$ cat config.mk
export PLATFORM = sky130hd
export DESIGN_NAME = button_gesture_classifier_flat
export DESIGN_NICKNAME = d
export VERILOG_FILES = /design/src/bgc_pkg.sv /design/src/bgc_if.sv /design/src/button_gesture_classifier.sv /design/src/bgc_fsm.sv /design/src/flat_wrapper.sv
export SDC_FILE = /design/constraint.sdc
export NUM_CORES = 1
export LEC_CHECK = 0
export ABC_AREA = 1
export BUFFER_PORTS_ARGS = -buffer_cell sky130_fd_sc_hd__clkbuf_2
export CAP_MARGIN = 20
export CORE_ASPECT_RATIO = 2
export CORE_MARGIN = 2
export CORE_UTILIZATION = 60
export CTS_CLUSTER_DIAMETER = 60
export DETAILED_ROUTE_END_ITERATION = 10
export GPL_TIMING_DRIVEN = 0
export PLACE_DENSITY = 0.88
export SYNTH_ARGS = -nofsm -noshare
export SYNTH_HDL_FRONTEND = slang
export SYNTH_HIERARCHICAL = 1
export SYNTH_SLANG_ARGS = --single-unit
$ cat constraint.sdc
create_clock -name clk_i -period 11.8 [get_ports clk_i]
set_input_delay 1.77 -clock clk_i [delete_from_list [all_inputs] [get_ports clk_i]]
set_output_delay 1.77 -clock clk_i [all_outputs]
set_load 0.02 [all_outputs]
$ cat src/bgc_pkg.sv
`timescale 1ns / 1ps
// ----------------------------------------------------------------------------
// bgc_pkg
// Shared types and constants for the button gesture classifier.
// ----------------------------------------------------------------------------
package bgc_pkg;

  localparam int unsigned TIME_W    = 32;
  localparam int unsigned THR_W     = 16;
  localparam int unsigned CFG_IDX_W = 2;
  localparam int unsigned GESTURE_W = 2;

  // Register indexes of the configuration port
  localparam logic [CFG_IDX_W-1:0] CFG_LONG_PRESS    = 2'd0;
  localparam logic [CFG_IDX_W-1:0] CFG_SINGLE_MAX    = 2'd1;
  localparam logic [CFG_IDX_W-1:0] CFG_DOUBLE_WINDOW = 2'd2;

  // Threshold reset values
  localparam logic [THR_W-1:0] LONG_PRESS_RST    = 16'd800;
  localparam logic [THR_W-1:0] SINGLE_MAX_RST    = 16'd400;
  localparam logic [THR_W-1:0] DOUBLE_WINDOW_RST = 16'd300;

  typedef enum logic [2:0] {
    PH_IDLE        = 3'd0,
    PH_PRESSED     = 3'd1,
    PH_WAIT_DOUBLE = 3'd2,
    PH_LONG_HELD   = 3'd3,
    PH_DOUBLE_HELD = 3'd4
  } phase_e;

  typedef enum logic [GESTURE_W-1:0] {
    EV_NONE   = 2'd0,
    EV_SINGLE = 2'd1,
    EV_DOUBLE = 2'd2,
    EV_LONG   = 2'd3
  } gesture_e;

  typedef struct packed {
    logic [THR_W-1:0] long_press_ms;
    logic [THR_W-1:0] single_max_ms;
    logic [THR_W-1:0] double_window_ms;
  } bgc_cfg_t;

endpackage

$ cat src/bgc_if.sv
`timescale 1ns / 1ps
// ----------------------------------------------------------------------------
// bgc_in_if / bgc_out_if
// Valid/ready channels for button samples and gesture events.
// ----------------------------------------------------------------------------
interface bgc_in_if;
  import bgc_pkg::*;

  logic              valid;
  logic              ready;
  logic              pressed;
  logic [TIME_W-1:0] now_ms;

  modport source (output valid, output pressed, output now_ms, input ready);
  modport sink   (input valid, input pressed, input now_ms, output ready);
endinterface

interface bgc_out_if;
  import bgc_pkg::*;

  logic                 valid;
  logic                 ready;
  logic [GESTURE_W-1:0] gesture;

  modport source (output valid, output gesture, input ready);
  modport sink   (input valid, input gesture, output ready);
endinterface

$ cat src/button_gesture_classifier.sv
`timescale 1ns / 1ps
// ----------------------------------------------------------------------------
// button_gesture_classifier
// Sorts debounced button samples into single, double and long gestures.
// ----------------------------------------------------------------------------
//
//  channel   dir  handshake          payload
//  --------  ---  -----------------  -----------------------------------
//  in_i      in   valid / ready      pressed (1b), now_ms (32b)
//  out_o     out  valid / ready      gesture (2b): none/single/double/long
//  cfg       in   cfg_we_i (no wait) cfg_idx_i (2b), cfg_data_i (16b)
//
//  Throughput is one sample per cycle while the output is not stalled; a
//  sample passes the input register and then the gesture register before
//  its gesture is valid. The path is: input register, one 32-bit subtract and
//  compare in the state machine, gesture register.
//  Reset clears the phase to idle, both timestamps to zero and loads the
//  default thresholds (800 / 400 / 300 ms).
//  A stalled output holds its gesture; the input register still drains into
//  it once taken, and in_i.ready stays high while that register can advance.
// ----------------------------------------------------------------------------
module button_gesture_classifier (
  input  logic                         clk_i,
  input  logic                         rst_ni,
  bgc_in_if.sink                       in_i,
  bgc_out_if.source                    out_o,
  input  logic                         cfg_we_i,
  input  logic [bgc_pkg::CFG_IDX_W-1:0] cfg_idx_i,
  input  logic [bgc_pkg::THR_W-1:0]     cfg_data_i
);
  import bgc_pkg::*;

  bgc_cfg_t          cfg_q;

  // input request register
  logic              s1_valid_q;
  logic              s1_pressed_q;
  logic [TIME_W-1:0] s1_now_q;

  // result register
  logic              out_valid_q;
  gesture_e          gesture_q;

  gesture_e          gesture;
  logic              advance;
  logic              in_accept;

  // Advance the sample into the state machine when the result slot frees up
  assign advance   = s1_valid_q && (!out_valid_q || out_o.ready);
  assign in_i.ready = !s1_valid_q || advance;
  assign in_accept = in_i.valid && in_i.ready;

  // Threshold registers; unknown indexes are dropped
  always_ff @(posedge clk_i or negedge rst_ni) begin
    if (!rst_ni) begin
      cfg_q.long_press_ms    <= LONG_PRESS_RST;
      cfg_q.single_max_ms    <= SINGLE_MAX_RST;
      cfg_q.double_window_ms <= DOUBLE_WINDOW_RST;
    end else if (cfg_we_i) begin
      unique case (cfg_idx_i)
        CFG_LONG_PRESS:    cfg_q.long_press_ms    <= cfg_data_i;
        CFG_SINGLE_MAX:    cfg_q.single_max_ms    <= cfg_data_i;
        CFG_DOUBLE_WINDOW: cfg_q.double_window_ms <= cfg_data_i;
        default: ;
      endcase
    end
  end

  // Input stage: valid bit under reset, payload loads on accept
  always_ff @(posedge clk_i or negedge rst_ni) begin
    if (!rst_ni) begin
      s1_valid_q <= 1'b0;
    end else if (in_accept) begin
      s1_valid_q <= 1'b1;
    end else if (advance) begin
      s1_valid_q <= 1'b0;
    end
  end

  always_ff @(posedge clk_i) begin
    if (in_accept) begin
      s1_pressed_q <= in_i.pressed;
      s1_now_q     <= in_i.now_ms;
    end
  end

  // The state machine steps exactly once per sample, as it moves to output
  bgc_fsm u_fsm (
    .clk_i     (clk_i),
    .rst_ni    (rst_ni),
    .step_i    (advance),
    .pressed_i (s1_pressed_q),
    .now_ms_i  (s1_now_q),
    .cfg_i     (cfg_q),
    .gesture_o (gesture)
  );

  // Output stage: hold the gesture until the sink takes it
  always_ff @(posedge clk_i or negedge rst_ni) begin
    if (!rst_ni) begin
      out_valid_q <= 1'b0;
    end else if (advance) begin
      out_valid_q <= 1'b1;
    end else if (out_o.ready) begin
      out_valid_q <= 1'b0;
    end
  end

  always_ff @(posedge clk_i) begin
    if (advance) begin
      gesture_q <= gesture;
    end
  end

  assign out_o.valid   = out_valid_q;
  assign out_o.gesture = gesture_q;

endmodule

$ cat src/bgc_fsm.sv
`timescale 1ns / 1ps
// ----------------------------------------------------------------------------
// bgc_fsm
// Gesture state machine: phase, press start and release timestamps.
// ----------------------------------------------------------------------------
module bgc_fsm (
  input  logic                      clk_i,
  input  logic                      rst_ni,
  input  logic                      step_i,
  input  logic                      pressed_i,
  input  logic [bgc_pkg::TIME_W-1:0] now_ms_i,
  input  bgc_pkg::bgc_cfg_t         cfg_i,
  output bgc_pkg::gesture_e         gesture_o
);
  import bgc_pkg::*;

  phase_e            phase_q, phase_d;
  logic [TIME_W-1:0] start_q, start_d;
  logic [TIME_W-1:0] release_q, release_d;
  logic [TIME_W-1:0] dt;
  logic [TIME_W-1:0] long_thr;
  logic [TIME_W-1:0] single_thr;
  logic [TIME_W-1:0] window_thr;
  gesture_e          gesture;

  assign long_thr   = {{(TIME_W-THR_W){1'b0}}, cfg_i.long_press_ms};
  assign single_thr = {{(TIME_W-THR_W){1'b0}}, cfg_i.single_max_ms};
  assign window_thr = {{(TIME_W-THR_W){1'b0}}, cfg_i.double_window_ms};

  // One subtractor serves both timers: wrap-around difference
  assign dt = now_ms_i - ((phase_q == PH_WAIT_DOUBLE) ? release_q : start_q);

  always_comb begin
    phase_d   = phase_q;
    start_d   = start_q;
    release_d = release_q;
    gesture   = EV_NONE;
    unique case (phase_q)
      PH_PRESSED: begin
        if (pressed_i) begin
          if (dt >= long_thr) begin
            phase_d = PH_LONG_HELD;
            gesture = EV_LONG;
          end
        end else if (dt < single_thr) begin
          phase_d   = PH_WAIT_DOUBLE;
          release_d = now_ms_i;
        end else begin
          // medium press: drop
          phase_d = PH_IDLE;
        end
      end
      PH_WAIT_DOUBLE: begin
        if (pressed_i) begin
          if (dt <= window_thr) begin
            phase_d = PH_DOUBLE_HELD;
            gesture = EV_DOUBLE;
          end else begin
            // late second press: report single, time a fresh press
            phase_d = PH_PRESSED;
            start_d = now_ms_i;
            gesture = EV_SINGLE;
          end
        end else if (dt > window_thr) begin
          phase_d = PH_IDLE;
          gesture = EV_SINGLE;
        end
      end
      PH_LONG_HELD, PH_DOUBLE_HELD: begin
        if (!pressed_i) begin
          phase_d = PH_IDLE;
        end
      end
      default: begin
        if (pressed_i) begin
          phase_d = PH_PRESSED;
          start_d = now_ms_i;
        end else begin
          phase_d = PH_IDLE;
        end
      end
    endcase
  end

  always_ff @(posedge clk_i or negedge rst_ni) begin
    if (!rst_ni) begin
      phase_q   <= PH_IDLE;
      start_q   <= '0;
      release_q <= '0;
    end else if (step_i) begin
      phase_q   <= phase_d;
      start_q   <= start_d;
      release_q <= release_d;
    end
  end

  assign gesture_o = gesture;

  a_long_enters_held: assert property (@(posedge clk_i) disable iff (!rst_ni)
    step_i && gesture == EV_LONG |=> phase_q == PH_LONG_HELD)
    else $error("long event without long-held phase");

  a_double_enters_held: assert property (@(posedge clk_i) disable iff (!rst_ni)
    step_i && gesture == EV_DOUBLE |=> phase_q == PH_DOUBLE_HELD)
    else $error("double event without double-held phase");

  a_hold_when_idle: assert property (@(posedge clk_i) disable iff (!rst_ni)
    !step_i |=> $stable(phase_q) && $stable(start_q) && $stable(release_q))
    else $error("state moved without a sample");

  a_release_exit: assert property (@(posedge clk_i) disable iff (!rst_ni)
    step_i && phase_q == PH_PRESSED && !pressed_i
      |=> phase_q == PH_WAIT_DOUBLE || phase_q == PH_IDLE)
    else $error("bad phase after release");

endmodule

$ cat src/flat_wrapper.sv
// flat-port wrapper written by rule: the top's interface ports become plain ports
module button_gesture_classifier_flat import bgc_pkg::*;
  (clk_i, rst_ni, cfg_we_i, cfg_idx_i, cfg_data_i, in_i_valid, in_i_pressed, in_i_now_ms, in_i_ready, out_o_valid, out_o_gesture, out_o_ready);
  bgc_in_if in_i_i ();
  bgc_out_if out_o_i ();
  input  logic clk_i;
  input  logic rst_ni;
  input  logic cfg_we_i;
  input  logic [bgc_pkg::CFG_IDX_W-1:0] cfg_idx_i;
  input  logic [bgc_pkg::THR_W-1:0] cfg_data_i;
  input wire logic [$bits(in_i_i.valid)-1:0] in_i_valid;
  input wire logic [$bits(in_i_i.pressed)-1:0] in_i_pressed;
  input wire logic [$bits(in_i_i.now_ms)-1:0] in_i_now_ms;
  output wire logic [$bits(in_i_i.ready)-1:0] in_i_ready;
  output wire logic [$bits(out_o_i.valid)-1:0] out_o_valid;
  output wire logic [$bits(out_o_i.gesture)-1:0] out_o_gesture;
  input wire logic [$bits(out_o_i.ready)-1:0] out_o_ready;
  assign in_i_i.valid = in_i_valid;
  assign in_i_i.pressed = in_i_pressed;
  assign in_i_i.now_ms = in_i_now_ms;
  assign in_i_ready = in_i_i.ready;
  assign out_o_valid = out_o_i.valid;
  assign out_o_gesture = out_o_i.gesture;
  assign out_o_i.ready = out_o_ready;
  button_gesture_classifier u_core (.clk_i(clk_i), .rst_ni(rst_ni), .in_i(in_i_i), .out_o(out_o_i), .cfg_we_i(cfg_we_i), .cfg_idx_i(cfg_idx_i), .cfg_data_i(cfg_data_i));
endmodule
# Yosys cells after proc, flatten, opt, wreduce, memory -nomap -nowiden
# Cells that the tools add are included.
[word_totals]
regBits = 152
inputBits = 56
out_inout_bits = 4
elab_cells = 69
[op_classes]
n_addsub = 1
magnitude_cmp = 4
n_eq_ne = 10
muxes = 24
bitwise = 2
n_reduce_logical = 17
[op_table]
columns = ["op", "count"]
rows = [
  ["$mux 32", 4],
  ["$pmux 32 s2", 1],
  ["$ge 32x16->1", 1],
  ["$gt 32x16->1", 1],
  ["$le 32x16->1", 1],
  ["$lt 32x16->1", 1],
  ["$sub 32x32->32", 1],
  ["$mux 3", 6],
  ["$reduce_and 4->1", 3],
  ["$mux 2", 5],
  ["$pmux 3 s3", 1],
  ["$eq 3x2->1 const B", 2],
  ["$mux 1", 6],
  ["$reduce_and 2->1", 3],
  ["$ne 2x2->1 const B", 2],
  ["$pmux 2 s2", 1],
  ["$reduce_bool 2->1", 2],
  ["$eq 3x1->1 const B", 1],
  ["$eq 3x3->1 const B", 1],
  ["$ne 3x1->1 const B", 1],
  ["$ne 3x3->1 const B", 1],
  ["$reduce_or 3->1", 1],
  ["$eq 2x1->1 const B", 1],
  ["$eq 2x2->1 const B", 1],
  ["6 further kinds", 10],
]

# Depth between registers and ports, before layout
[depth]
word_depth = 7
ltp_mapped = 27
mapped_depth_nobuf = 27

# Cells and area by module
# The synthesis kept the hierarchy.
[modules_own_cells]
columns = ["module", "instances", "cells_per_inst", "area_each_um2", "seq_area_each_um2"]
rows = [
  ["bgc_fsm", 1, 1118, 7048.0, 1676.6],
  ["button_gesture_classifier", 1, 260, 3194.3, 2314.7],
]

# Worst setup path after synthesis
# No wires, ideal clock.
[synth_path]
path_kind = "input -> output"
from = "in out_o_ready"
to = "out in_i_ready"
t_arrival_ns = 2.043
t_required_ns = 10.030
slack_ns = 7.987
stages = 2
path_buffers = 0
cell_sequence = "inv_1 -> nand3_1"
[synth_between]
elab_chain_len = 3
[synth_lines]
columns = ["element", "line_no", "rtl"]
rows = [
  ["from (decl)", "flat_wrapper.sv:17", "input wire logic [$bits(out_o_i.ready)-1:0] out_o_ready;"],
  ["$logic_or 1x1->1", "button_gesture_classifier.sv:49", "assign advance = s1_valid_q && (!out_valid_q || out_o.ready);"],
  ["$logic_and 1x1->1", "button_gesture_classifier.sv:49", ""],
  ["$logic_or 1x1->1", "button_gesture_classifier.sv:50", "assign in_i.ready = !s1_valid_q || advance;"],
  ["to (decl)", "flat_wrapper.sv:14", "output wire logic [$bits(in_i_i.ready)-1:0] in_i_ready;"],
]
# Every way passes these cells.

# Worst setup path in the final report
[layout_path]
from = "reg u_core.u_fsm.phase_q[2]"
to = "reg u_core.u_fsm.release_q[25]"
[layout_between]
elab_chain_len = 5
word_cells_on_any_way = 6
cone_classes = "add/sub (1); order compare (1); eq/ne (2); mux (1); reduce/logical (1)"
[layout_lines]
columns = ["element", "line_no", "rtl"]
rows = [
  ["from (decl)", "bgc_fsm.sv:17", "phase_e phase_q, phase_d;"],
  ["from (signal assigned)", "bgc_fsm.sv:91", "phase_q <= phase_d;"],
  ["$eq 3x2->1", "bgc_fsm.sv:31", "assign dt = now_ms_i - ((phase_q == PH_WAIT_DOUBLE) ? release_q : start_q);"],
  ["$mux 32", "bgc_fsm.sv:31", ""],
  ["$sub 32x32->32", "bgc_fsm.sv:31", ""],
  ["$lt 32x16->1", "bgc_fsm.sv:45", "end else if (dt < single_thr) begin"],
  ["$reduce_and 4->1 (no source line) (*)", "n/a", ""],
  ["to (signal assigned)", "bgc_fsm.sv:93", "release_q <= release_d;"],
  ["to (decl)", "bgc_fsm.sv:19", "logic [TIME_W-1:0] release_q, release_d;"],
]
# Mark *: on every way between the ends. The rest lies on a longest branch, timed or not.
# A chain may end at the register's enable or synchronous reset.

==> metrics.cfg <==
[yosys]
synthesis.instances=1378
netlist_area_sq_mm=0.0102
synthMuxAreaShare_pct=2.93
ys_ff_latch=152
syn_avg_cell_area_sq_um=7.43
yosysWarnings=6
synth_top_area_share_pct=26.1
synth-edff-count=35
syn_nets=1513
synth_top_area_cell=dfrtp_1
synth_fa_ha_area_share_pct=9.72
synthXorXnorAreaFrac_pct=1.37
synth-compound-area-share_pct=4.68
synth_ff_type=dfrtp_1
synth_top_family_by_area=simple AND/OR/NAND/NOR gates
yosysSeqAreaShare_pct=39.0
yosys.area_share.simple_pct=31.5
synth_area_leaders=dfrtp_1 (26%), nand2_1 (19%), edfxtp_1 (10%)
synth_async_sr_flop_share_pct=77.0
yosysUniqueCellTypes=43

[clock_network]
numCtsBuffers=17
cts-htree-levels=4
cts_setup_buffers=0
clock_path_buffers=2
cts_sinks=152
clk_pin_slew_worst_paths_ps=60
cts_hold_buf=0
cts_tree=done
clk_latency_ps=430
cts_root_buf=clkbuf_16
cts.repair.resized=0

[layout]
final_common_cell=nand2_1
fill_cells=1388
drive_gt1_share_pct=9.87
final_nets=1591
synthToLayoutAreaGrowth_pct=11.5
fin_area_sq_mm=0.0114
final_util_pct=68.1
diodes=0
mostFrequentLayoutCells=nand2_1 (511), inv_1 (227), dfrtp_1 (107)

[sta]
final-max-slew-violation-count=0
fin_crit_ps=5420
worstMarginPinSlew_ps=887
finalSetupViolations=0
layout_setup_ws_ps=6380
rsz0062_at_grt=false
finalClockSkew_ps=8.79
max_freq_mhz=185
tns_ps=0
hold_viol=0
max-slew-margin-rel_pct=40.9
period_share_pct=45.9

[worst_setup_path]
end_kind=flop
startpoint=u_core/u_fsm/phase_q[2]
r2r_slack_ps=6380
cpMostUsedCell=nand2_1
r2r_end=u_core/u_fsm/release_q[25]
r2r_cells=23
critPathSlowestCell=buf_1
critPathArrivalTime_ps=5700
cp_top_family=simple AND/OR/NAND/NOR gates
critPathMaxStageDelay_ps=650
startpoint_type=flop
critical_path_class=reg -> reg
r2r-start=u_core/u_fsm/phase_q[2]
required_ps=12090
path_max_fanout=10
path_buf_inv=4
path_cells=inv_1 > nand3_2 > buf_1 > nand2_1 > nand2_1 > ha_1 > inv_1 > fa_1 > nand2_1 > nand3_1 > nand2_1 > nand2_1 > xor2_1 > ha_1 > nand2_1 > nor2_1 > a211oi_1 > nand2_1 > a21oi_1 > nand4_2 > clkbuf_1 > nand2_1 > o21ai_1

[detailed_routing]
vias_per_cell=5.66
drt-pass1-iter-count=7
routed_wl_um=29200
antenna_left=0
wl_per_cell_um=17.4
via_count=9480
drc_errors=0
drt_iter0_drc=679

[floorplanning]
dieArea_sq_mm=0.0182
coreArea_sq_mm=0.0168
num_rows=67
io_pins=60
start_util_pct=61.1
dieWidth_um=96.4
fp.dieH_um=189

[worst_hold_path]
min_to=u_core/cfg_q[40]
hold_path_startpoint=u_core/cfg_q[40]
hold_depth=2
hp-class=reg -> reg

[global_routing]
gr-usage-all-layers_pct=33.5
antenna_found_initial=0
grt_max_degree=85
overflow=0
grt_pass1_wl_um=45800
grt_pass1_vias=9447

[placed_design]
io_buffers=56
dp_slack_ps=6620
dpl_cell_area_sq_mm=0.0108
dp_hpwl_um=22500
gp_congestion=1.06

[power]
p_per_area_mw_per_mm2=255
p_leak_uw=0.00649
power.total_uw=2910
peakVddDrop_mv=0.145

[flow_run]
drv_cap=0

[status]
status=finished clean

-- cells in the mapped netlist (2+ instances only) --
library cell and n:
buf_4 5, and2_1 4, inv_4 2, ha_1 78, nand4_1 80, a21o_1 2, xor2_1 16, o21ai_0 6
nor3_1 6, nand2_1 511, buf_2 9, nand3_2 2, buf_1 4, o21ai_1 34, dfrtp_1 107, edfxtp_1 35
o21a_1 2, dfstp_2 10, nand3_4 4, inv_1 227, nand3_1 51, a211oi_1 5, nor2_1 67, buf_6 8
mux2i_1 30, clkbuf_1 11, inv_2 3, nor2_2 4, a21oi_1 36, nand3b_1 3, nand2_2 4
-- through the flow --
stage                     instances  hold WS [ps]
after floorplan                1378           442
after global placement         1641           451
after detailed placement       1643           451
after CTS                      1675           460
after global routing           1676           474
final                          1676           463
-- worst max-delay path by stage --
stage | end | cells after the start
2_1_floorplan | in_i_ready | 2
5_1_grt | u_core/u_fsm/release_q[25] | 22
3_5_place_dp | u_core/u_fsm/release_q[24] | 22
3_3_place_gp | u_core/u_fsm/release_q[22] | 22
6_report | u_core/u_fsm/release_q[25] | 23
4_1_cts | u_core/u_fsm/release_q[24] | 20
-- area by class of cell --
type | instances | area (sq um) | share of cell area [%]
Clock inverter | 10 | 95.1 | 0.832
Tap cell | 207 | 259 | 2.27
Multi-Input combinational cell | 957 | 5150 | 45.0
Buffer | 37 | 229 | 2.00
Clock buffer | 22 | 475 | 4.16
Timing Repair Buffer | 59 | 352 | 3.08
Sequential cell | 152 | 3990 | 34.9
Inverter | 232 | 876 | 7.67
-- state kept, by name, summed over array words and instances (netlist names) --
name / flops
u_core/cfg_q: 48
u_core/s1_now_q: 32
u_core/u_fsm/release_q: 32
u_core/u_fsm/start_q: 32
u_core/u_fsm/phase_q: 3
u_core/out_o.gesture: 2
u_core/out_o.valid: 1
u_core/s1_pressed_q: 1
u_core/s1_valid_q: 1
-- metal layers --
layer  global-route usage [%]  routed length [um]  vias to the layer above
met4                     27.8                2770                        0
met3                     5.84                1360                      173
met1                     31.8                9330                     4351
met2                     59.5               15700                      402
li1                         -                   -                     4554
met5                        0                   0                        -
-- worst min-delay path: stages, from the launching register on --
cell     delay (ps)
dfstp_2         370
nand2_1          50
nand2_1          40
-- logic make-up after synthesis --
| kind of cell | after synthesis |
|---|---|
| flip-flops | 152 |
| buffers and inverters | 269 |
| AND/OR/NAND/NOR | 743 |
| XOR/XNOR | 16 |
| adder cells (fa/ha/maj) | 79 |
| multiplexers | 30 |
| AO/OA/AOI/OAI | 89 |
-- power breakdown --
part,switching [uW],internal [uW]
Clock,220,309
Combinational,1110,575
Sequential,60.4,636
No activity file was read; power rests on OpenSTA's default activity.
